[config.mk]
export PLATFORM = sky130hd
export DESIGN_NAME = analog_stick_calibrate_normalize
export DESIGN_NICKNAME = d
export VERILOG_FILES = /design/src/rtl/core/ascn_pkg.sv /design/src/rtl/core/analog_stick_calibrate_normalize.sv /design/src/rtl/core/ascn_axis.sv
export SDC_FILE = /design/constraint.sdc
export NUM_CORES = 1
export LEC_CHECK = 0
export BUFFER_PORTS_ARGS = -buffer_cell sky130_fd_sc_hd__buf_2
export CORE_ASPECT_RATIO = 0.7
export CORE_UTILIZATION = 40
export DETAILED_ROUTE_END_ITERATION = 7
export PLACE_DENSITY = 0.67
export SYNTH_ARGS = -nofsm -noshare
export SYNTH_HDL_FRONTEND = slang
export SYNTH_HIERARCHICAL = 1
export SYNTH_SLANG_ARGS = --single-unit
[constraint.sdc]
create_clock -name clock -period 4.8 [get_ports clock]
set_clock_uncertainty 0.15 [all_clocks]
set_input_delay 0.96 -clock clock [delete_from_list [all_inputs] [get_ports clock]]
set_output_delay 0.96 -clock clock [all_outputs]
set_load 0.03 [all_outputs]
[src/rtl/core/ascn_pkg.sv]
// ============================================================================
// ascn_pkg - shared types and constants for the stick calibrate/normalise block
// Mode codes, register indexes, scale constants and the control state type.
// ============================================================================
`default_nettype none

package ascn_pkg;

   // Field widths fixed by the interface
   localparam int SAMPLE_BITS = 12;
   localparam int POS_BITS    = 8;
   localparam int CSR_IDX_BITS = 3;

   // Item modes
   localparam logic [1:0] MODE_MEASURE   = 2'd0;
   localparam logic [1:0] MODE_CALIBRATE = 2'd1;
   localparam logic [1:0] MODE_CLEAR     = 2'd2;

   // Register indexes
   localparam logic [CSR_IDX_BITS-1:0] CSR_STICK_X_LOW  = 3'd0;
   localparam logic [CSR_IDX_BITS-1:0] CSR_STICK_X_HIGH = 3'd1;
   localparam logic [CSR_IDX_BITS-1:0] CSR_STICK_Y_LOW  = 3'd2;
   localparam logic [CSR_IDX_BITS-1:0] CSR_STICK_Y_HIGH = 3'd3;
   localparam logic [CSR_IDX_BITS-1:0] CSR_SLIDE_X_LOW  = 3'd4;
   localparam logic [CSR_IDX_BITS-1:0] CSR_SLIDE_X_HIGH = 3'd5;
   localparam logic [CSR_IDX_BITS-1:0] CSR_SLIDE_Y_LOW  = 3'd6;
   localparam logic [CSR_IDX_BITS-1:0] CSR_SLIDE_Y_HIGH = 3'd7;

   // Full scale per device
   localparam logic [POS_BITS-1:0] STICK_FULL = 8'd100;
   localparam logic [POS_BITS-1:0] SLIDE_FULL = 8'd255;

   typedef enum logic {
      ST_IDLE,
      ST_CALC
   } ctl_state_type;

endpackage

`default_nettype wire

[src/rtl/core/analog_stick_calibrate_normalize.sv]
// ============================================================================
// analog_stick_calibrate_normalize - min/max autocalibration and scaling
// Two-axis ADC samples for a stick or a slider pair, scaled to 0..100 / 0..255.
// ============================================================================
// Usage:
//  - req_ channel (valid/stall) carries one beat per item: mode, device,
//    x/y sample and the active-low button pin.
//  - Calibrate and clear beats update the per-device limits at the accepting
//    edge and give no rsp_ beat.
//  - A measure beat gives one rsp_ beat. Both axes run side by side in a
//    restoring divider, one quotient bit per cycle: a clamp/product step,
//    the divide, then the load into the output register. req_stall is high
//    from acceptance until the result is loaded, so the next item is taken
//    only after that load; an axis that clamps skips the divide, and the load
//    also waits while the previous result sits stalled in the output register.
//  - The output register parts the two sides: a waiting result does not
//    block the next item; a finished result only waits for a free register.
//  - rsp_stall holds the output beat steady until it is taken.
//  - csr_ writes load the default limits; use them only while idle.
//  - Reset (synchronous): uncalibrated, defaults low 0 / high full range,
//    no pending result. No clearing pass.
// ============================================================================
`default_nettype none

module analog_stick_calibrate_normalize
   import ascn_pkg::*;
#(
   parameter int ADC_BITS = 12
)
(
   input  wire logic                    clock,
   input  wire logic                    reset,
   // item beats
   input  logic                         req_valid,
   output logic                         req_stall,
   input  logic [1:0]                   req_mode,
   input  logic                         req_device,
   input  logic [SAMPLE_BITS-1:0]       req_sample_x,
   input  logic [SAMPLE_BITS-1:0]       req_sample_y,
   input  logic                         req_button_level,
   // result beats
   output logic                         rsp_valid,
   input  logic                         rsp_stall,
   output logic [POS_BITS-1:0]          rsp_pos_x,
   output logic [POS_BITS-1:0]          rsp_pos_y,
   output logic                         rsp_pressed,
   output logic                         rsp_out_device,
   // register writes
   input  logic                         csr_wr_en,
   input  logic [CSR_IDX_BITS-1:0]      csr_index,
   input  logic [SAMPLE_BITS-1:0]       csr_wdata
);

   // Effective sample width: the port width masked down to ADC_BITS
   localparam int VB = (ADC_BITS < SAMPLE_BITS) ? ADC_BITS : SAMPLE_BITS;

   // default limit registers
   logic [VB-1:0] stick_xl_ff, stick_xh_ff, stick_yl_ff, stick_yh_ff;
   logic [VB-1:0] slide_xl_ff, slide_xh_ff, slide_yl_ff, slide_yh_ff;

   // calibrated limits, one entry per device
   logic [VB-1:0] cal_xl_ff [2];
   logic [VB-1:0] cal_xh_ff [2];
   logic [VB-1:0] cal_yl_ff [2];
   logic [VB-1:0] cal_yh_ff [2];
   logic [1:0]    cal_valid_ff;

   ctl_state_type state_ff, state_in;
   logic          accept, start, load, out_free;
   logic          dev_ff, pressed_ff;

   logic [VB-1:0] sx, sy;
   logic [VB-1:0] lim_xl, lim_xh, lim_yl, lim_yh;

   logic [POS_BITS-1:0] x_q, y_q;
   logic                x_done, y_done;

   logic                rsp_valid_ff, rsp_valid_in;
   logic [POS_BITS-1:0] pos_x_ff, pos_y_ff;
   logic                rsp_pressed_ff, rsp_device_ff;

   assign sx = req_sample_x[VB-1:0];
   assign sy = req_sample_y[VB-1:0];

   // ---------------------------------------------------------------- config
   always_ff @(posedge clock) begin
      if (reset) begin
         stick_xl_ff <= '0;
         stick_xh_ff <= '1;
         stick_yl_ff <= '0;
         stick_yh_ff <= '1;
         slide_xl_ff <= '0;
         slide_xh_ff <= '1;
         slide_yl_ff <= '0;
         slide_yh_ff <= '1;
      end else if (csr_wr_en) begin
         unique case (csr_index)
            CSR_STICK_X_LOW:  stick_xl_ff <= csr_wdata[VB-1:0];
            CSR_STICK_X_HIGH: stick_xh_ff <= csr_wdata[VB-1:0];
            CSR_STICK_Y_LOW:  stick_yl_ff <= csr_wdata[VB-1:0];
            CSR_STICK_Y_HIGH: stick_yh_ff <= csr_wdata[VB-1:0];
            CSR_SLIDE_X_LOW:  slide_xl_ff <= csr_wdata[VB-1:0];
            CSR_SLIDE_X_HIGH: slide_xh_ff <= csr_wdata[VB-1:0];
            CSR_SLIDE_Y_LOW:  slide_yl_ff <= csr_wdata[VB-1:0];
            CSR_SLIDE_Y_HIGH: slide_yh_ff <= csr_wdata[VB-1:0];
            default: ;
         endcase
      end
   end

   // --------------------------------------------------------------- control
   assign out_free = !rsp_valid_ff || !rsp_stall;
   assign accept   = req_valid && !req_stall;
   assign start    = accept && (req_mode == MODE_MEASURE);

   always_ff @(posedge clock) begin
      if (reset) begin
         state_ff <= ST_IDLE;
      end else begin
         state_ff <= state_in;
      end
   end

   always_comb begin
      state_in  = state_ff;
      req_stall = 1'b0;
      load      = 1'b0;
      unique case (state_ff)
         ST_IDLE: begin
            if (start) begin
               state_in = ST_CALC;
            end
         end
         ST_CALC: begin
            req_stall = 1'b1;
            // the axes can finish apart; wait for both and for a free output slot
            if (x_done && y_done && out_free) begin
               load     = 1'b1;
               state_in = ST_IDLE;
            end
         end
         default: state_in = ST_IDLE;
      endcase
   end

   // ----------------------------------------------------------- calibration
   always_ff @(posedge clock) begin
      if (reset) begin
         cal_valid_ff <= '0;
      end else if (accept) begin
         if (req_mode == MODE_CALIBRATE) begin
            cal_valid_ff[req_device] <= 1'b1;
         end else if (req_mode == MODE_CLEAR) begin
            cal_valid_ff[req_device] <= 1'b0;
         end
      end
   end

   // limit values: only read while their valid bit is set, so no reset
   always_ff @(posedge clock) begin
      if (accept && (req_mode == MODE_CALIBRATE)) begin
         if (!cal_valid_ff[req_device]) begin
            // first sample seeds both limits
            cal_xl_ff[req_device] <= sx;
            cal_xh_ff[req_device] <= sx;
            cal_yl_ff[req_device] <= sy;
            cal_yh_ff[req_device] <= sy;
         end else begin
            if (sx < cal_xl_ff[req_device]) cal_xl_ff[req_device] <= sx;
            if (sx > cal_xh_ff[req_device]) cal_xh_ff[req_device] <= sx;
            if (sy < cal_yl_ff[req_device]) cal_yl_ff[req_device] <= sy;
            if (sy > cal_yh_ff[req_device]) cal_yh_ff[req_device] <= sy;
         end
      end
   end

   // limits for a measure beat: calibrated if present, else defaults
   always_comb begin
      if (cal_valid_ff[req_device]) begin
         lim_xl = cal_xl_ff[req_device];
         lim_xh = cal_xh_ff[req_device];
         lim_yl = cal_yl_ff[req_device];
         lim_yh = cal_yh_ff[req_device];
      end else if (req_device) begin
         lim_xl = slide_xl_ff;
         lim_xh = slide_xh_ff;
         lim_yl = slide_yl_ff;
         lim_yh = slide_yh_ff;
      end else begin
         lim_xl = stick_xl_ff;
         lim_xh = stick_xh_ff;
         lim_yl = stick_yl_ff;
         lim_yh = stick_yh_ff;
      end
   end

   // ----------------------------------------------------------------- axes
   ascn_axis #(.VALUE_BITS(VB)) u_axis_x (
      .clock  (clock),
      .reset  (reset),
      .start  (start),
      .value  (sx),
      .low    (lim_xl),
      .high   (lim_xh),
      .slide  (req_device),
      .result (x_q),
      .done   (x_done)
   );

   ascn_axis #(.VALUE_BITS(VB)) u_axis_y (
      .clock  (clock),
      .reset  (reset),
      .start  (start),
      .value  (sy),
      .low    (lim_yl),
      .high   (lim_yh),
      .slide  (req_device),
      .result (y_q),
      .done   (y_done)
   );

   // device and button travel alongside the divide
   always_ff @(posedge clock) begin
      if (start) begin
         dev_ff     <= req_device;
         pressed_ff <= !req_device && !req_button_level;
      end
   end

   // -------------------------------------------------------------- output
   assign rsp_valid_in = load || (rsp_valid_ff && rsp_stall);

   always_ff @(posedge clock) begin
      if (reset) begin
         rsp_valid_ff <= 1'b0;
      end else begin
         rsp_valid_ff <= rsp_valid_in;
      end
   end

   always_ff @(posedge clock) begin
      if (load) begin
         pos_x_ff       <= x_q;
         pos_y_ff       <= y_q;
         rsp_pressed_ff <= pressed_ff;
         rsp_device_ff  <= dev_ff;
      end
   end

   assign rsp_valid      = rsp_valid_ff;
   assign rsp_pos_x      = pos_x_ff;
   assign rsp_pos_y      = pos_y_ff;
   assign rsp_pressed    = rsp_pressed_ff;
   assign rsp_out_device = rsp_device_ff;

endmodule

`default_nettype wire

[src/rtl/core/ascn_axis.sv]
// ============================================================================
// ascn_axis - one axis clamp and linear scale
// Clamps a sample to its limits, forms (v-low)*full and divides it by
// (high-low) in a restoring divider, one quotient bit per cycle.
// ============================================================================
`default_nettype none

module ascn_axis
   import ascn_pkg::*;
#(
   parameter int VALUE_BITS = 12
)
(
   input  wire logic                  clock,
   input  wire logic                  reset,
   input  logic                       start,
   input  logic [VALUE_BITS-1:0]      value,
   input  logic [VALUE_BITS-1:0]      low,
   input  logic [VALUE_BITS-1:0]      high,
   input  logic                       slide,
   output logic [POS_BITS-1:0]        result,
   output logic                       done
);

   localparam int NW = VALUE_BITS + POS_BITS;
   localparam int SW = $clog2(POS_BITS);
   localparam logic [SW-1:0] STEP_TOP = SW'(POS_BITS - 1);

   logic [VALUE_BITS-1:0] value_ff, low_ff, high_ff, div_ff;
   logic                  slide_ff;
   logic [NW-1:0]         rem_ff;
   logic [POS_BITS-1:0]   quot_ff;
   logic [SW-1:0]         step_ff;
   logic                  prep_ff, iter_ff, done_ff;

   logic [POS_BITS-1:0]   full;
   logic [VALUE_BITS-1:0] delta;
   logic [NW-1:0]         delta_w, numer, trial;
   logic                  fits;

   always_comb begin
      full    = slide_ff ? SLIDE_FULL : STICK_FULL;
      delta   = value_ff - low_ff;
      delta_w = NW'(delta);
      // x255 = x256 - x ; x100 = x64 + x32 + x4
      if (slide_ff) begin
         numer = {delta, POS_BITS'(0)} - delta_w;
      end else begin
         numer = (delta_w << 6) + (delta_w << 5) + (delta_w << 2);
      end
      trial = NW'(div_ff) << step_ff;
      fits  = (rem_ff >= trial);
   end

   always_ff @(posedge clock) begin
      if (reset) begin
         prep_ff <= 1'b0;
         iter_ff <= 1'b0;
         done_ff <= 1'b0;
      end else if (start) begin
         value_ff <= value;
         low_ff   <= low;
         high_ff  <= high;
         slide_ff <= slide;
         prep_ff  <= 1'b1;
         iter_ff  <= 1'b0;
         done_ff  <= 1'b0;
      end else if (prep_ff) begin
         prep_ff <= 1'b0;
         if (value_ff <= low_ff) begin
            quot_ff <= '0;
            done_ff <= 1'b1;
         end else if (value_ff >= high_ff) begin
            quot_ff <= full;
            done_ff <= 1'b1;
         end else begin
            rem_ff  <= numer;
            div_ff  <= high_ff - low_ff;
            quot_ff <= '0;
            step_ff <= STEP_TOP;
            iter_ff <= 1'b1;
         end
      end else if (iter_ff) begin
         if (fits) begin
            rem_ff <= rem_ff - trial;
         end
         quot_ff <= {quot_ff[POS_BITS-2:0], fits};
         if (step_ff == '0) begin
            iter_ff <= 1'b0;
            done_ff <= 1'b1;
         end else begin
            step_ff <= step_ff - 1'b1;
         end
      end
   end

   assign result = quot_ff;
   assign done   = done_ff;

endmodule

`default_nettype wire
**Word-level counts from Yosys, hierarchy flattened**

Memory sizes are Yosys's and may differ from the RTL's.
Cells that the tools add are included.

- Register bits: 284
- RAM bits: 96
- Input bits: 48
- Output and inout port bits: 20
- Logic and storage cells: 243
- Memories: 4

Memory list:

| name | words | bits a word | read ports | clocked after memory_dff | wr ports | RTL line | RTL |
|---|---|---|---|---|---|---|---|
| cal_xh_ff | 2 | 12 | 1 | 0 | 1 | analog_stick_calibrate_normalize.sv:63 | `logic [VB-1:0] cal_xh_ff [2];` |
| cal_xl_ff | 2 | 12 | 1 | 0 | 1 | analog_stick_calibrate_normalize.sv:62 | `logic [VB-1:0] cal_xl_ff [2];` |
| cal_yh_ff | 2 | 12 | 1 | 0 | 1 | analog_stick_calibrate_normalize.sv:65 | `logic [VB-1:0] cal_yh_ff [2];` |
| cal_yl_ff | 2 | 12 | 1 | 0 | 1 | analog_stick_calibrate_normalize.sv:64 | `logic [VB-1:0] cal_yl_ff [2];` |

- Add/sub/neg operators: 14
- Magnitude comparators: 12
- Eq/ne operators: 17
- Shift-type cells: 2
- Multiplexer cells: 94
- Bitwise operators: 14
- Reduce and logical (&&, ||, !) cells: 49

Operators with widths:

| kind | number |
|---|---|
| 20-bit two-way mux | 12 |
| 12-bit two-way mux | 12 |
| 8-bit two-way mux | 9 |
| 12-bit subtractor | 4 |
| 1-bit two-way mux | 47 |
| 20-bit by 14-bit adder with 20-bit output | 2 |
| 20-bit >= comparator | 2 |
| 12-bit by 3-bit left shift with 20-bit output | 2 |
| 20-bit by 12-bit subtractor with 20-bit output | 2 |
| 20-bit subtractor | 2 |
| 18-bit by 17-bit adder with 19-bit output | 2 |
| 3-bit two-way mux | 10 |
| 12-bit >= comparator | 2 |
| 12-bit greater-than comparator | 2 |
| 12-bit <= comparator | 2 |
| 12-bit less-than comparator | 2 |
| 2-bit AND reduction | 12 |
| 6-bit AND reduction | 4 |
| 2-bit nonzero test | 7 |
| 3-bit == test, second input constant | 4 |
| 3-bit AND reduction | 4 |
| 2-bit != test, second input constant | 5 |
| 5-bit AND reduction | 2 |
| 3-bit logical NOT | 3 |
| 23 further kinds | 47 |

**Longest topological paths before layout**

Gate-level depths: netlist (run 1).

- Word-level depth: 8
- Depth in mapped cells: 22
- Mapped depth without buffers: 22

**Hierarchy**

Netlist (run 1), hierarchy kept.

Modules (own cells, without submodules):

| module | instances | cells each | area each (um^2) | seq. area each (um^2) |
|---|---|---|---|---|
| analog_stick_calibrate_normalize | 1 | 912 | 9826.9 | 5485.3 |
| ascn_axis (u_axis_y) | 1 | 757 | 7302.0 | 2462.4 |
| ascn_axis (u_axis_x) | 1 | 728 | 6993.0 | 2462.4 |

**Worst setup path after synthesis (run 1)**

OpenSTA, ideal clock, no wires.

- Kind: reg2reg
- Start point: register u_axis_y.step_ff[1]
- End point: register u_axis_y.rem_ff[0] (enable)
- Library setup time: 0.428 ns
- Data arrival time: 4.405 ns
- Data required time: 4.222 ns
- Slack: -0.182 ns
- Cell stages (with the launch flop): 15
- Buffers on the path: 2
- Period minus slack after synthesis: 4.982 ns
- Cell sequence: edfxtp_1 > buf_1 > clkbuf_1 > a211oi_1 > a21oi_1 > mux2i_1 > ha_1 > nand3_1 > or3_1 > nor3b_1 > a21oi_1 > nand2_1 > o2111ai_1 > a21o_1 > a21boi_0

- Longest elaborated chain between the ends: 4

Ends and longest elaborated chain:

| item | RTL line | RTL |
|---|---|---|
| start: declaration | ascn_axis.sv:33 | `logic [SW-1:0] step_ff;` |
| start signal: assignment | ascn_axis.sv:92 | `step_ff <= step_ff - 1'b1;` |
| 12-bit by 3-bit left shift with 20-bit output | ascn_axis.sv:51 | `trial = NW'(div_ff) << step_ff;` |
| 20-bit >= comparator | ascn_axis.sv:52 | `fits = (rem_ff >= trial);` |
| 2-bit nonzero test (no line) | n/a |  |
| 6-bit AND reduction (no line) | n/a |  |
| end signal: assignment | ascn_axis.sv:77 | `rem_ff <= numer;` |
| end signal: assignment | ascn_axis.sv:85 | `rem_ff <= rem_ff - trial;` |
| end: declaration | ascn_axis.sv:31 | `logic [NW-1:0] rem_ff;` |

Every way passes these cells.
A chain may end at the register's enable or synchronous reset.

**Worst setup path after layout (run 1)**

- Start point: register u_axis_x.value_ff[2]
- End point: register u_axis_x.rem_ff[17], data pin

- Longest elaborated chain between the ends: 7
- Elaborated cells between the ends (all ways): 8
- Those cells by class: add/sub: 4; mux: 4

Ends and longest elaborated chain:

| item | RTL line | RTL |
|---|---|---|
| start: declaration | ascn_axis.sv:29 | `logic [VALUE_BITS-1:0] value_ff, low_ff, high_ff, div_ff;` |
| start signal: assignment | ascn_axis.sv:61 | `value_ff <= value;` |
| 12-bit subtractor (*) | ascn_axis.sv:43 | `delta = value_ff - low_ff;` |
| 18-bit by 17-bit adder with 19-bit output | ascn_axis.sv:49 | `numer = (delta_w << 6) + (delta_w << 5) + (delta_w << 2);` |
| 20-bit by 14-bit adder with 20-bit output | ascn_axis.sv:49 |  |
| 20-bit two-way mux (*) | ascn_axis.sv:46 | `if (slide_ff) begin` |
| 20-bit two-way mux (*) | ascn_axis.sv:73 | `end else if (value_ff >= high_ff) begin` |
| 20-bit two-way mux (*) | ascn_axis.sv:70 | `if (value_ff <= low_ff) begin` |
| 20-bit two-way mux (*) | ascn_axis.sv:68 | `end else if (prep_ff) begin` |
| end signal: assignment | ascn_axis.sv:77 |  |
| end signal: assignment | ascn_axis.sv:85 |  |
| end: declaration | ascn_axis.sv:31 |  |

Every way passes the cells marked *; elsewhere a longest branch is shown, timed or not. The select of a mux whose other input is x is not followed.

==> results by group, run 1 <==
Run status
  • Outcome: finished clean

GRT
  • First-pass GRT wire length: approximately 100,000 um
  • Vias in the first global route: roughly 17,000
  • Largest net degree at the start of global routing: a little over 100
  • Total congestion overflow: 0
  • Initial antenna violation count: 4
  • GRT Overall Usage: roughly a fifth

Synthesis
  • Synth cell types: 110
  • Syn_area_per_cell: about 10 um^2
  • Async SR Flop Fraction: 0%
  • EDFF count, synth: 276
  • Post-synth top flop: edfxtp_1
  • Ys Warns: 6
  • Cells after Synth: between 2,000 and 2,500
  • Post-Syn Nets: roughly 2,700
  • Yosys reg bits: 382
  • Cell Area, Synth: 0.02412 mm^2
  • Seq/Total Area, Yosys: 43.16%

Routing
  • Vias: ~18,000
  • Drt wl/cell: 19.53 um
  • Pre-antenna DRT Iters: 5
  • Antenna viol nets, final: 0
  • Drt via density: between 5 and 6
  • Drt drc: 0
  • Drt first-iter violations: ~1,500
  • Routed wire length: around 65,000 um

Floorplan
  • Core Box Area: around 0.06 mm^2
  • Die H: 207.5 um
  • Std-Cell Rows: 74
  • Initial Util: between 40 and 50%
  • Die W: roughly 300 um
  • Die area: roughly 0.06 mm^2
  • Io pins: 68

Cells and area
  • Share of cells above drive strength 1: 12.74%
  • Layout net count: roughly 2,800
  • Non-Filler Instances: ~3,300
  • Most frequent cells in the layout: 276 x edfxtp_1, 258 x nand2_1, 206 x ha_1, 198 x a21oi_1, 145 x inv_1
  • # diodes: 0
  • Util after Layout: roughly 46%
  • Syn-to-layout area delta: 12.67%
  • Most common cell after layout, fill and taps aside: edfxtp_1
  • Design area: about 0.027 mm^2
  • Fillers: 5,453

Timing
  • Relative slew margins: between 20% and 30%
  • Fmax achieved: about 210 MHz
  • Final min period: around 4.7 ns
  • Worst slew pin tran: roughly 1.1 ns
  • Fin. max-slew vios: 0
  • Period utilisation layout: 97.97%
  • Final setup fails: 0
  • RSZ-0062 raised after global routing: true
  • WHS: about 0.27 ns
  • Hold Vio Cnt, Final: 0
  • Post-route worst setup slack: ~0.097 ns

CTS
  • CTS Sinks: roughly 380
  • TritonCTS clock tree: yes
  • CTS root buf: clkbuf_16
  • Htree depth: 2
  • Clock Path Buffers: 3
  • Clock transition at the registers of the reported paths: 0.07 ns
  • Worst-Skew Late Latency: roughly 0.56 ns
  • Num CTS Buffers: between 40 and 50
  • # hold bufs at CTS: 0

Placement
  • Dpl ws: around 0.0075 ns
  • Placer Congestion: around 0.93
  • Hpwl dp: around 48,000 um
  • Placed Area: about 0.026 mm^2
  • Buffers added on ports: 67
  • Inst Count DP: 3,225

Critical path
  • CP max-delay cell: fa_1
  • Crit Path Max Fanout: 5
  • Max incr delay on CP: 0.56 ns
  • Critical Path Start Type: flop
  • WS Path Type: flop to flop
  • Crit path required time: just under 5 ns
  • Crit end category: flop
  • Worst path buffer plus inverter count: 2
  • Crit-path leading delay family: compound AO/OA/AOI/OAI gates
  • Crit path cell chain: ha_2 -> nor2_1 -> a211o_1 -> a311o_1 -> xnor2_4 -> inv_2 -> fa_1 -> inv_2 -> ha_4 -> nor2b_1 -> o21a_1 -> o211ai_1 -> o21ai_2 -> nor4_2 -> nor3_2 -> xor2_1 -> a221o_1
  • WP data arrival: 4.84 ns
  • Crit-path most repeated cell: inv_2

Hold path
  • Hold crit path type: flop to flop

Power and ir drop
  • Leak Pwr: about 0.011 uW
  • VDD IR max: 0.0002722 V
  • Pwr dens: about 300 mW/mm^2

Flow run
  • Max-cap violation count: 0
## state kept, by name, indices dropped and copies added, names as in the netlist, 12 cells and up, named ones only
signal             flops
cal_xh_ff             24
cal_xl_ff             24
cal_yh_ff             24
cal_yl_ff             24
slide_xh_ff           12
slide_xl_ff           12
slide_yh_ff           12
slide_yl_ff           12
stick_xh_ff           12
stick_xl_ff           12
stick_yh_ff           12
stick_yl_ff           12
u_axis_x/div_ff       12
u_axis_x/high_ff      12
u_axis_x/low_ff       12
u_axis_x/rem_ff       20
u_axis_x/value_ff     12
u_axis_y/div_ff       12
u_axis_y/high_ff      12
u_axis_y/low_ff       12
u_axis_y/rem_ff       20
u_axis_y/value_ff     12
## stage by stage
stage	TNS [ns]	total power (uW)
final	0	8183
after global routing	-0.09362	8507
after CTS	0	8177
after detailed placement	0	4944
after global placement	0	4912
after floorplan	0	4556
## metal layers
metal | vias up | part of all wire, % | GRT usage (%)
li1 | 8864 | - | -
met1 | 8902 | 51 | 32.61
met2 | 517 | 41 | 29.05
met3 | 66 | 6.7 | 3.683
met4 | 4 | 1.5 | 4.091
met5 | - | 0.046 | 0
## area by class of cell
cell class | instances | area, um^2 | share of cell area (%)
sequential | 382 | 10410 | 38.30
multi-input combinational | 1756 | 12910 | 47.49
inverter | 153 | 576.8 | 2.122
timing repair buffer | 144 | 922.1 | 3.393
tap | 798 | 998.5 | 3.674
clock buffer | 61 | 1210 | 4.452
clock inverter | 15 | 155.1 | 0.5708
## kinds of logic after synthesis
logic type,synth area share [%]
adder cells (fa/ha/maj),12.32
AND/OR/NAND/NOR,14.90
AO/OA/AOI/OAI,16.24
XOR/XNOR,4.399
multiplexers,4.596
flip-flops,43.16
buffers and inverters,4.388
## where the power goes
| part | switching [uW] | internal, uW |
|---|---|---|
| Combinational | 781 | 535 |
| Clock | 1360 | 1870 |
| Sequential | 32.3 | 3600 |
| Total | 2180 | 6010 |
## worst paths after layout
check                       start             endpoint  slack, ns  cells after the start
max          u_axis_x/value_ff[2]  u_axis_x/rem_ff[17]        0.1                     17
min            u_axis_y/result[7]         rsp_pos_y[7]       0.27                      0
max reg2reg  u_axis_x/value_ff[2]  u_axis_x/rem_ff[17]        0.1                     17
min reg2reg    u_axis_y/result[7]         rsp_pos_y[7]       0.27                      0
## synthesized netlist by cell type (all sizes together) (70+ instances only)
cell type	n	area, um^2
mux2i	89	890.9
o21ai	108	544.3
nor2	120	480.5
nor2b	99	619.3
edfxtp	276	8288
nand2	260	980.9
dfxtp	106	2122
a21oi	202	1022
xnor2	78	709.4
a211oi	70	548.0
ha	211	2640
inv	153	576.8
## what timing repair did
action                     CTS  global route
pin swaps                    0            15
gates resized for setup      2            43
setup endpoints to repair    1            12
setup buffers                0             9
(Power assumes the default switching activity.)
==> inputs of run 2 (changes only) <==
--- a/config.mk
+++ b/config.mk
@@ -14,3 +14,4 @@
 export SYNTH_HDL_FRONTEND = slang
 export SYNTH_HIERARCHICAL = 1
 export SYNTH_SLANG_ARGS = --single-unit
+export TNS_END_PERCENT = 100
==> constraint.sdc (replaced) <==
create_clock -name clock -period 4.8 [get_ports clock]
set_clock_uncertainty 0.15 [all_clocks]
set_input_delay 0.72 -clock clock [delete_from_list [all_inputs] [get_ports clock]]
set_output_delay 0.72 -clock clock [all_outputs]
set_load 0.03 [all_outputs]
==> run 2 against run 1 <==
Combinational power about the same; worst setup slack worse by 0.068 ns; critical endpoint unchanged; clock-buffer cell count down 10; sequential cell count unchanged; clock power down 1%.
==> results by group, run 2 (synthesis results as in run 1) <==
Power and ir drop
  • Combinational power share: 16.1% (about the same)
  • Pint: 5960 uW (-0.78%)
  • Tot Pwr: 8135 uW (-0.59%)
  • Reg power frac: 44.7% (+0.3 points)
  • Pwr dens: 299.9 mW/mm^2 (-0.41%)
  • VDD IR max: 0.0002171 V (-20%)
  • Switching Power: 2175 uW (about the same)
  • Power share of the clock group: 39.3% (-0.2 points)
  • Switching share of power: 26.73% (+0.14 points)
  • Leak Pwr: 0.01068 uW (-0.70%)

Routing
  • Met2 routed WL: 26,200 um (-1.6%)
  • Metal-1 WL: 32,330 um (-1.1%)
  • Drt via density: 5.556 (+0.17%)
  • Routed wire length: 63,610 um (-1.6%)
  • Top layer in use: met4
  • Drt drc: 0 (unchanged)
  • Antenna viol nets, final: 0 (unchanged)
  • Drt first-iter violations: 1,411 (-5.4%)
  • Drt wl/cell: 19.27 um (-1.3%)
  • WL met3: 4342 um (unchanged)
  • Pre-antenna DRT Iters: 6 (+1)
  • Vias: 18,340 (-0.071%)

Floorplan
  • Initial Util: 40.90% (unchanged)
  • Core Box Area: 0.05898 mm^2 (unchanged)
  • Io pins: 68 (unchanged)
  • Die W: 295.5 um (unchanged)
  • Std-Cell Rows: 74 (unchanged)
  • Die area: 0.06131 mm^2 (unchanged)
  • Die H: 207.5 um (unchanged)

CTS
  • # hold bufs at CTS: 0 (unchanged)
  • Num CTS Buffers: 40 (-2.4%)
  • Clock transition at the registers of the reported paths: 0.06 ns (about the same)
  • TritonCTS clock tree: yes
  • Htree depth: 2 (unchanged)
  • CTS Sinks: 382 (unchanged)
  • Clock Path Buffers: 3 (unchanged)
  • Worst-Skew Late Latency: 0.57 ns (about the same)
  • CTS root buf: clkbuf_16

GRT
  • First-pass GRT wire length: 99,330 um (-0.57%)
  • Vias in the first global route: 17,480 (-0.046%)
  • GRT Overall Usage: 20.54% (-0.13 points)
  • Largest net degree at the start of global routing: 99 (-2.0%)
  • Initial antenna violation count: 0 (-4)
  • Total congestion overflow: 0 (unchanged)

Critical path
  • Crit Path Max Fanout: 3 (-2)
  • Crit end category: flop
  • WP data arrival: 4.91 ns (+0.07 ns)
  • RR Startpoint: u_axis_x/value_ff[1]
  • Worst Setup SP: u_axis_x/value_ff[1]
  • WS Path Type: flop to flop
  • Crit path required time: 4.94 ns (about the same)
  • Critical Path Start Type: flop

Cells and area
  • Share of cells above drive strength 1: 12.43% (-0.31 points)
  • Most common cell after layout, fill and taps aside: edfxtp_1
  • Fillers: 5,506 (+0.97%)
  • Syn-to-layout area delta: 12.46%
  • Most frequent cells in the layout: 276 x edfxtp_1, 258 x nand2_1, 202 x ha_1, 195 x a21oi_1, 144 x inv_1
  • Layout net count: 2,745 (-0.29%)

Hold path
  • Hold crit path type: flop to flop
  • Hold_sp: u_axis_x/result[7]

Timing
  • Worst slew pin tran: 1.133 ns (+0.05840 ns)
  • Post-route worst setup slack: 0.02944 ns (-0.06803 ns)
  • Relative slew margins: 24.20% (-3.9 points)
  • RSZ-0062 raised after global routing: true
  • WHS: 0.2754 ns (+0.001472 ns)
  • Final setup fails: 0 (unchanged)
  • Hold Vio Cnt, Final: 0 (unchanged)
  • Final min period: 4.771 ns (+0.06803 ns)
  • Fmax achieved: 209.6 MHz (-1.4%)
  • Period utilisation layout: 99.39% (+1.4 points)
  • Fin. max-slew vios: 0 (unchanged)

Placement
  • Placer Congestion: 0.9020 (-3.2%)
  • Dpl ws: -0.001849 ns (-0.009324 ns)
  • Hpwl dp: 48,370 um (-0.25%)
  • Buffers added on ports: 67 (unchanged)

Run status
  • Outcome: finished clean

Flow run
  • Max-cap violation count: 0 (unchanged)
-- run 2: final cells by class --
class / instances / area [um^2] / share of cell area, %
antenna: 1 / 2.502 / 0.009225
clock buffer: 51 / 1115 / 4.110
clock inverter: 23 / 255.2 / 0.9409
inverter: 153 / 576.8 / 2.126
multi-input combinational: 1756 / 12890 / 47.51
sequential: 382 / 10410 / 38.37
tap: 798 / 998.5 / 3.681
timing repair buffer: 137 / 882.1 / 3.252
-- run 2: worst max-delay path: stages (launching register included) --
cell and delay (ns):
edfxtp_1 0.44, ha_4 0.33, nand2b_4 0.06, a211o_1 0.32, a311o_1 0.44, xnor2_4 0.22
inv_2 0.07, fa_1 0.55, inv_2 0.05, ha_4 0.23, nor2b_1 0.14, o21a_1 0.21
o211ai_1 0.24, o21ai_1 0.12, nor4_1 0.34, nor3_1 0.12, xor2_1 0.15, a221o_1 0.32
-- run 2: path summary, 6_finish.rpt --
check             slack (ns)  depth (start not counted)                   to
setup reg to reg        0.03                         17  u_axis_x/rem_ff[17]
hold reg to reg         0.28                          0         rsp_pos_x[7]
hold / removal          0.28                          0         rsp_pos_x[7]
setup / recovery        0.03                         17  u_axis_x/rem_ff[17]
-- run 2: power by group through the flow --
stage | Sequential, uW | Combinational (uW) | Clock (uW)
floorplan | 3690 | 867 | 0
global placement | 3700 | 1220 | 0
detailed placement | 3700 | 1250 | 0
CTS | 3630 | 1260 | 3260
global route | 3640 | 1440 | 3400
finish | 3630 | 1310 | 3190
-- run 2: through the flow --
stage | TNS, ns | util, % | instance area, um^2 | instances
6_report | 0 | 45.99 | 27130 | 3301
4_1_cts | 0 | 45.55 | 26860 | 3291
5_1_grt | -0.1434 | 45.99 | 27120 | 3300
2_1_floorplan | 0 | - | 24120 | 2397
3_3_place_gp | 0 | 43.22 | 25490 | 3217
3_5_place_dp | -0.001849 | 43.22 | 25490 | 3217
-- run 2: routing by layer --
| layer | vias to the layer above | global-route usage, % |
|---|---|---|
| li1 | 8880 | - |
| met1 | 8885 | 32.41 |
| met2 | 517 | 29.17 |
| met3 | 58 | 3.812 |
| met4 | 0 | 3.109 |
| met5 | - | 0 |
-- run 2: timing repair --
item,4_1_cts,5_1_grt
gates resized for setup,2,43
buffers inserted,0,9
pin swaps,0,17
setup endpoints to repair,1,11
endpoints found under the hold margin,0,0
==> inputs of run 3 (changes only) <==
--- a/config.mk
+++ b/config.mk
@@ -5,6 +5,7 @@
 export SDC_FILE = /design/constraint.sdc
 export NUM_CORES = 1
 export LEC_CHECK = 0
+export ABC_AREA = 1
 export BUFFER_PORTS_ARGS = -buffer_cell sky130_fd_sc_hd__buf_2
 export CORE_ASPECT_RATIO = 0.7
 export CORE_UTILIZATION = 40
==> run 3 against run 2 <==
Routed wire length grew 2.7%; sequential cell count unchanged; register-to-register slack improved by 0.35 ns; cell count increased by 15%; fmax is 7.9% higher; design area fell by 0.22%; largest cell class unchanged; highest routed layer is now met5.
==> results by group, run 3 <==
Synthesis
  • Top post-synthesis cells by count: 646 x nand2_1, 315 x inv_1, 276 x edfxtp_1
  • Cell Area, Synth: 0.02468 mm^2 (+2.3%)
  • Syn_area_per_cell: 8.464 um^2 (-16%)
  • Post-synth top flop: edfxtp_1
  • Yosys top cell by area: edfxtp_1
  • Synth cell types: 64 (-42%)
  • EDFF count, synth: 276 (unchanged)
  • Cells after Synth: 2,916 (+22%)
  • Yosys reg bits: 382 (unchanged)
  • Count leader, synth: nand2_1
  • Post-Syn Nets: 3,191 (+19%)
  • Yosys top cell area share: 33.58% (-0.78 points)
  • Ys Warns: 6 (unchanged)
  • Top post-synthesis cells by area: edfxtp_1 34%, ha_1 11%, nand2_1 9.8%
  • Seq/Total Area, Yosys: 42.18% (-0.98 points)
  • Async SR Flop Fraction: 0% (unchanged)

Timing
  • RSZ-0062 raised after global routing: false
  • Period utilisation layout: 92.13% (-7.3 points)
  • Worst slew pin tran: 1.120 ns (-0.01264 ns)
  • Post-route setup TNS: 0 ns (unchanged)
  • Relative slew margins: 25.15% (+0.94 points)
  • Final min period: 4.422 ns (-0.3483 ns)
  • Fin. max-slew vios: 0 (unchanged)
  • Final setup fails: 0 (unchanged)
  • Hold Vio Cnt, Final: 0 (unchanged)
  • Fmax achieved: 226.1 MHz (+7.9%)

Critical path
  • Crit-path leading delay family: simple AND/OR/NAND/NOR gates
  • Max incr delay on CP: 0.44 ns (-0.11 ns)
  • WP data arrival: 4.59 ns (-0.32 ns)
  • Worst r2r dst: u_axis_y/rem_ff[17]
  • Crit end category: flop
  • RR Startpoint: u_axis_y/value_ff[0]
  • Crit path required time: 4.97 ns (+0.03 ns)
  • WS Path Type: flop to flop
  • Crit Path Max Fanout: 5 (+2)
  • R2R Setup Slk: 0.38 ns (+0.35 ns)
  • Critical Path Start Type: flop
  • CP max-delay cell: fa_1
  • Crit-path most repeated cell: nand2_1
  • Worst path buffer plus inverter count: 6 (+4)
  • Worst reg2reg path depth: 26 (+9)

Hold path
  • Hold path cells: 0 (unchanged)
  • Hold_sp: u_axis_x/result[7]
  • Hold crit path type: flop to flop
  • Hold Path Sink: rsp_pos_x[7]

Power and ir drop
  • Pint: 5706 uW (-4.3%)
  • Leak Pwr: 0.01200 uW (+12%)
  • Switching Power: 2214 uW (+1.8%)
  • VDD IR max: 0.0002719 V (+25%)
  • Switching share of power: 27.95% (+1.2 points)
  • Power share of the clock group: 38.1% (-1.2 points)
  • Pwr dens: 292.6 mW/mm^2 (-2.4%)
  • Combinational power share: 15.8% (-0.3 points)
  • Reg power frac: 46.2% (+1.5 points)

Routing
  • WL met3: 5512 um (+27%)
  • Drt drc: 0 (unchanged)
  • Met2 routed WL: 24,280 um (-7.3%)
  • Routed wire length: 65,310 um (+2.7%)
  • Metal-1 WL: 34,830 um (+7.7%)
  • Drt first-iter violations: 2,097 (+49%)
  • Antenna viol nets, final: 0 (unchanged)
  • Drt via density: 5.257 (-5.4%)
  • Vias: 20,000 (+9.0%)
  • Drt wl/cell: 17.17 um (-11%)
  • Pre-antenna DRT Iters: 7 (+1)
  • Top layer in use: met5

Cells and area
  • Area of the multi-input gates: 0.01252 mm^2 (-2.9%)
  • Syn-to-layout area delta: 9.678%
  • Most frequent cells in the layout: 646 x nand2_1, 315 x inv_1, 276 x edfxtp_1, 228 x nor2_1, 211 x ha_1
  • Share of cells above drive strength 1: 9.349% (-3.1 points)
  • Register Area: 0.01041 mm^2 (unchanged)
  • Fillers: 5,970 (+8.4%)
  • Layout net count: 3,239 (+18%)
  • Non-Filler Instances: 3,804 (+15%)
  • Most common cell after layout, fill and taps aside: nand2_1

CTS
  • Setup repair bufs after CTS: 0 (unchanged)
  • Worst-Skew Late Latency: 0.56 ns (about the same)
  • Resized Gates After CTS: 0 (-2)
  • Htree depth: 2 (unchanged)
  • Num CTS Buffers: 39 (-2.5%)
  • Clock Path Buffers: 3 (unchanged)
  • Clock transition at the registers of the reported paths: 0.07 ns (about the same)
  • TritonCTS clock tree: yes
  • CTS root buf: clkbuf_16
  • CTS Sinks: 382 (unchanged)
  • # hold bufs at CTS: 0 (unchanged)

GRT
  • Vias in the first global route: 18,080 (+3.4%)
  • First-pass GRT wire length: 102,900 um (+3.6%)
  • Initial antenna violation count: 1 (+1)
  • Total congestion overflow: 0 (unchanged)
  • GRT Overall Usage: 20.70% (+0.17 points)
  • Largest net degree at the start of global routing: 97 (-2.0%)

Floorplan
  • Io pins: 68 (unchanged)
  • Die area: 0.06271 mm^2 (+2.3%)
  • Core Box Area: 0.06043 mm^2 (+2.5%)
  • Std-Cell Rows: 75 (+1.4%)
  • Die H: 209.8 um (+1.1%)
  • Die W: 298.9 um (+1.1%)
  • Initial Util: 40.84% (-0.061 points)

Placement
  • Inst Count DP: 3,731 (+16%)
  • Hpwl dp: 49,580 um (+2.5%)
  • Placer Congestion: 0.9166 (+1.6%)
  • Buffers added on ports: 67 (unchanged)

Flow run
  • Max-cap violation count: 0 (unchanged)

Run status
  • Outcome: finished clean
## run 3: changes by cell type in the layout (fill, tap and decap cells not counted), sizes merged, moves of 56 or more
cell | previous run | this run
xnor2 | 78 | 22
inv | 157 | 336
nor2b | 99 | 0
nand2 | 260 | 680
a211oi | 70 | 3
nor2 | 120 | 249
nand3 | 40 | 191
o21ai | 108 | 235
## run 3: how the worst max path moves through the flow
stage / slack (ns) / cells after the start / startpoint / endpoint
after detailed placement: 0.43 / 19 / u_axis_x/value_ff[4] / u_axis_x/rem_ff[16]
after CTS: 0.41 / 19 / u_axis_x/value_ff[4] / u_axis_x/rem_ff[16]
final: 0.38 / 26 / u_axis_y/value_ff[0] / u_axis_y/rem_ff[17]
after floorplan: 0.37 / 17 / u_axis_x/step_ff[0] / u_axis_x/rem_ff[0]
after global placement: 0.47 / 23 / u_axis_y/value_ff[0] / u_axis_y/rem_ff[16]
after global routing: 0.03 / 26 / u_axis_y/value_ff[0] / u_axis_y/rem_ff[17]
## run 3: per-stage QoR
stage,util (%),power [uW],hold slack [ns],instance area (um^2),setup slack (ns)
4_1_cts,44.76,7955,0.2698,27050,0.4058
5_1_grt,44.79,8262,0.2764,27070,0.03094
3_3_place_gp,42.71,4939,0.2514,25810,0.4737
3_5_place_dp,42.71,4946,0.2545,25810,0.4273
2_1_floorplan,-,4598,0.2503,24680,0.3744
6_report,44.79,7920,0.2692,27070,0.3777
## run 3: power by group through the flow
| stage | Clock (uW) | Combinational, uW | Sequential [uW] |
|---|---|---|---|
| CTS | 3070 | 1230 | 3650 |
| global placement | 0 | 1210 | 3720 |
| floorplan | 0 | 881 | 3720 |
| global route | 3200 | 1400 | 3660 |
| finish | 3010 | 1250 | 3660 |
| detailed placement | 0 | 1220 | 3730 |
## run 3: cells by family after synthesis
kind of cell               count (synthesis)  synth area share (%)
xor gates and xnor gates                  65                 2.444
AOI/OAI and AO/OA                        520                 11.93
and+or+nand+nor                         1241                 22.26
DFF                                      382                 42.18
muxes                                     48                 1.947
adders and majority gates                227                 11.99
buffers and inverters                    433                 7.239
## run 3: area by class of cell
type / count / share of cell area (%)
tap: 808 / 3.735
sequential: 382 / 38.46
antenna: 1 / 0.009245
clock inverter: 18 / 0.5824
timing repair buffer: 105 / 2.302
inverter: 335 / 4.655
clock buffer: 54 / 4.008
multi-input combinational: 2101 / 46.25
## run 3: per-layer routing
layer / vias up / GRT usage [%]
li1: 9960 / -
met1: 9273 / 34.90
met2: 707 / 26.84
met3: 55 / 3.634
met4: 2 / 3.167
met5: - / 0
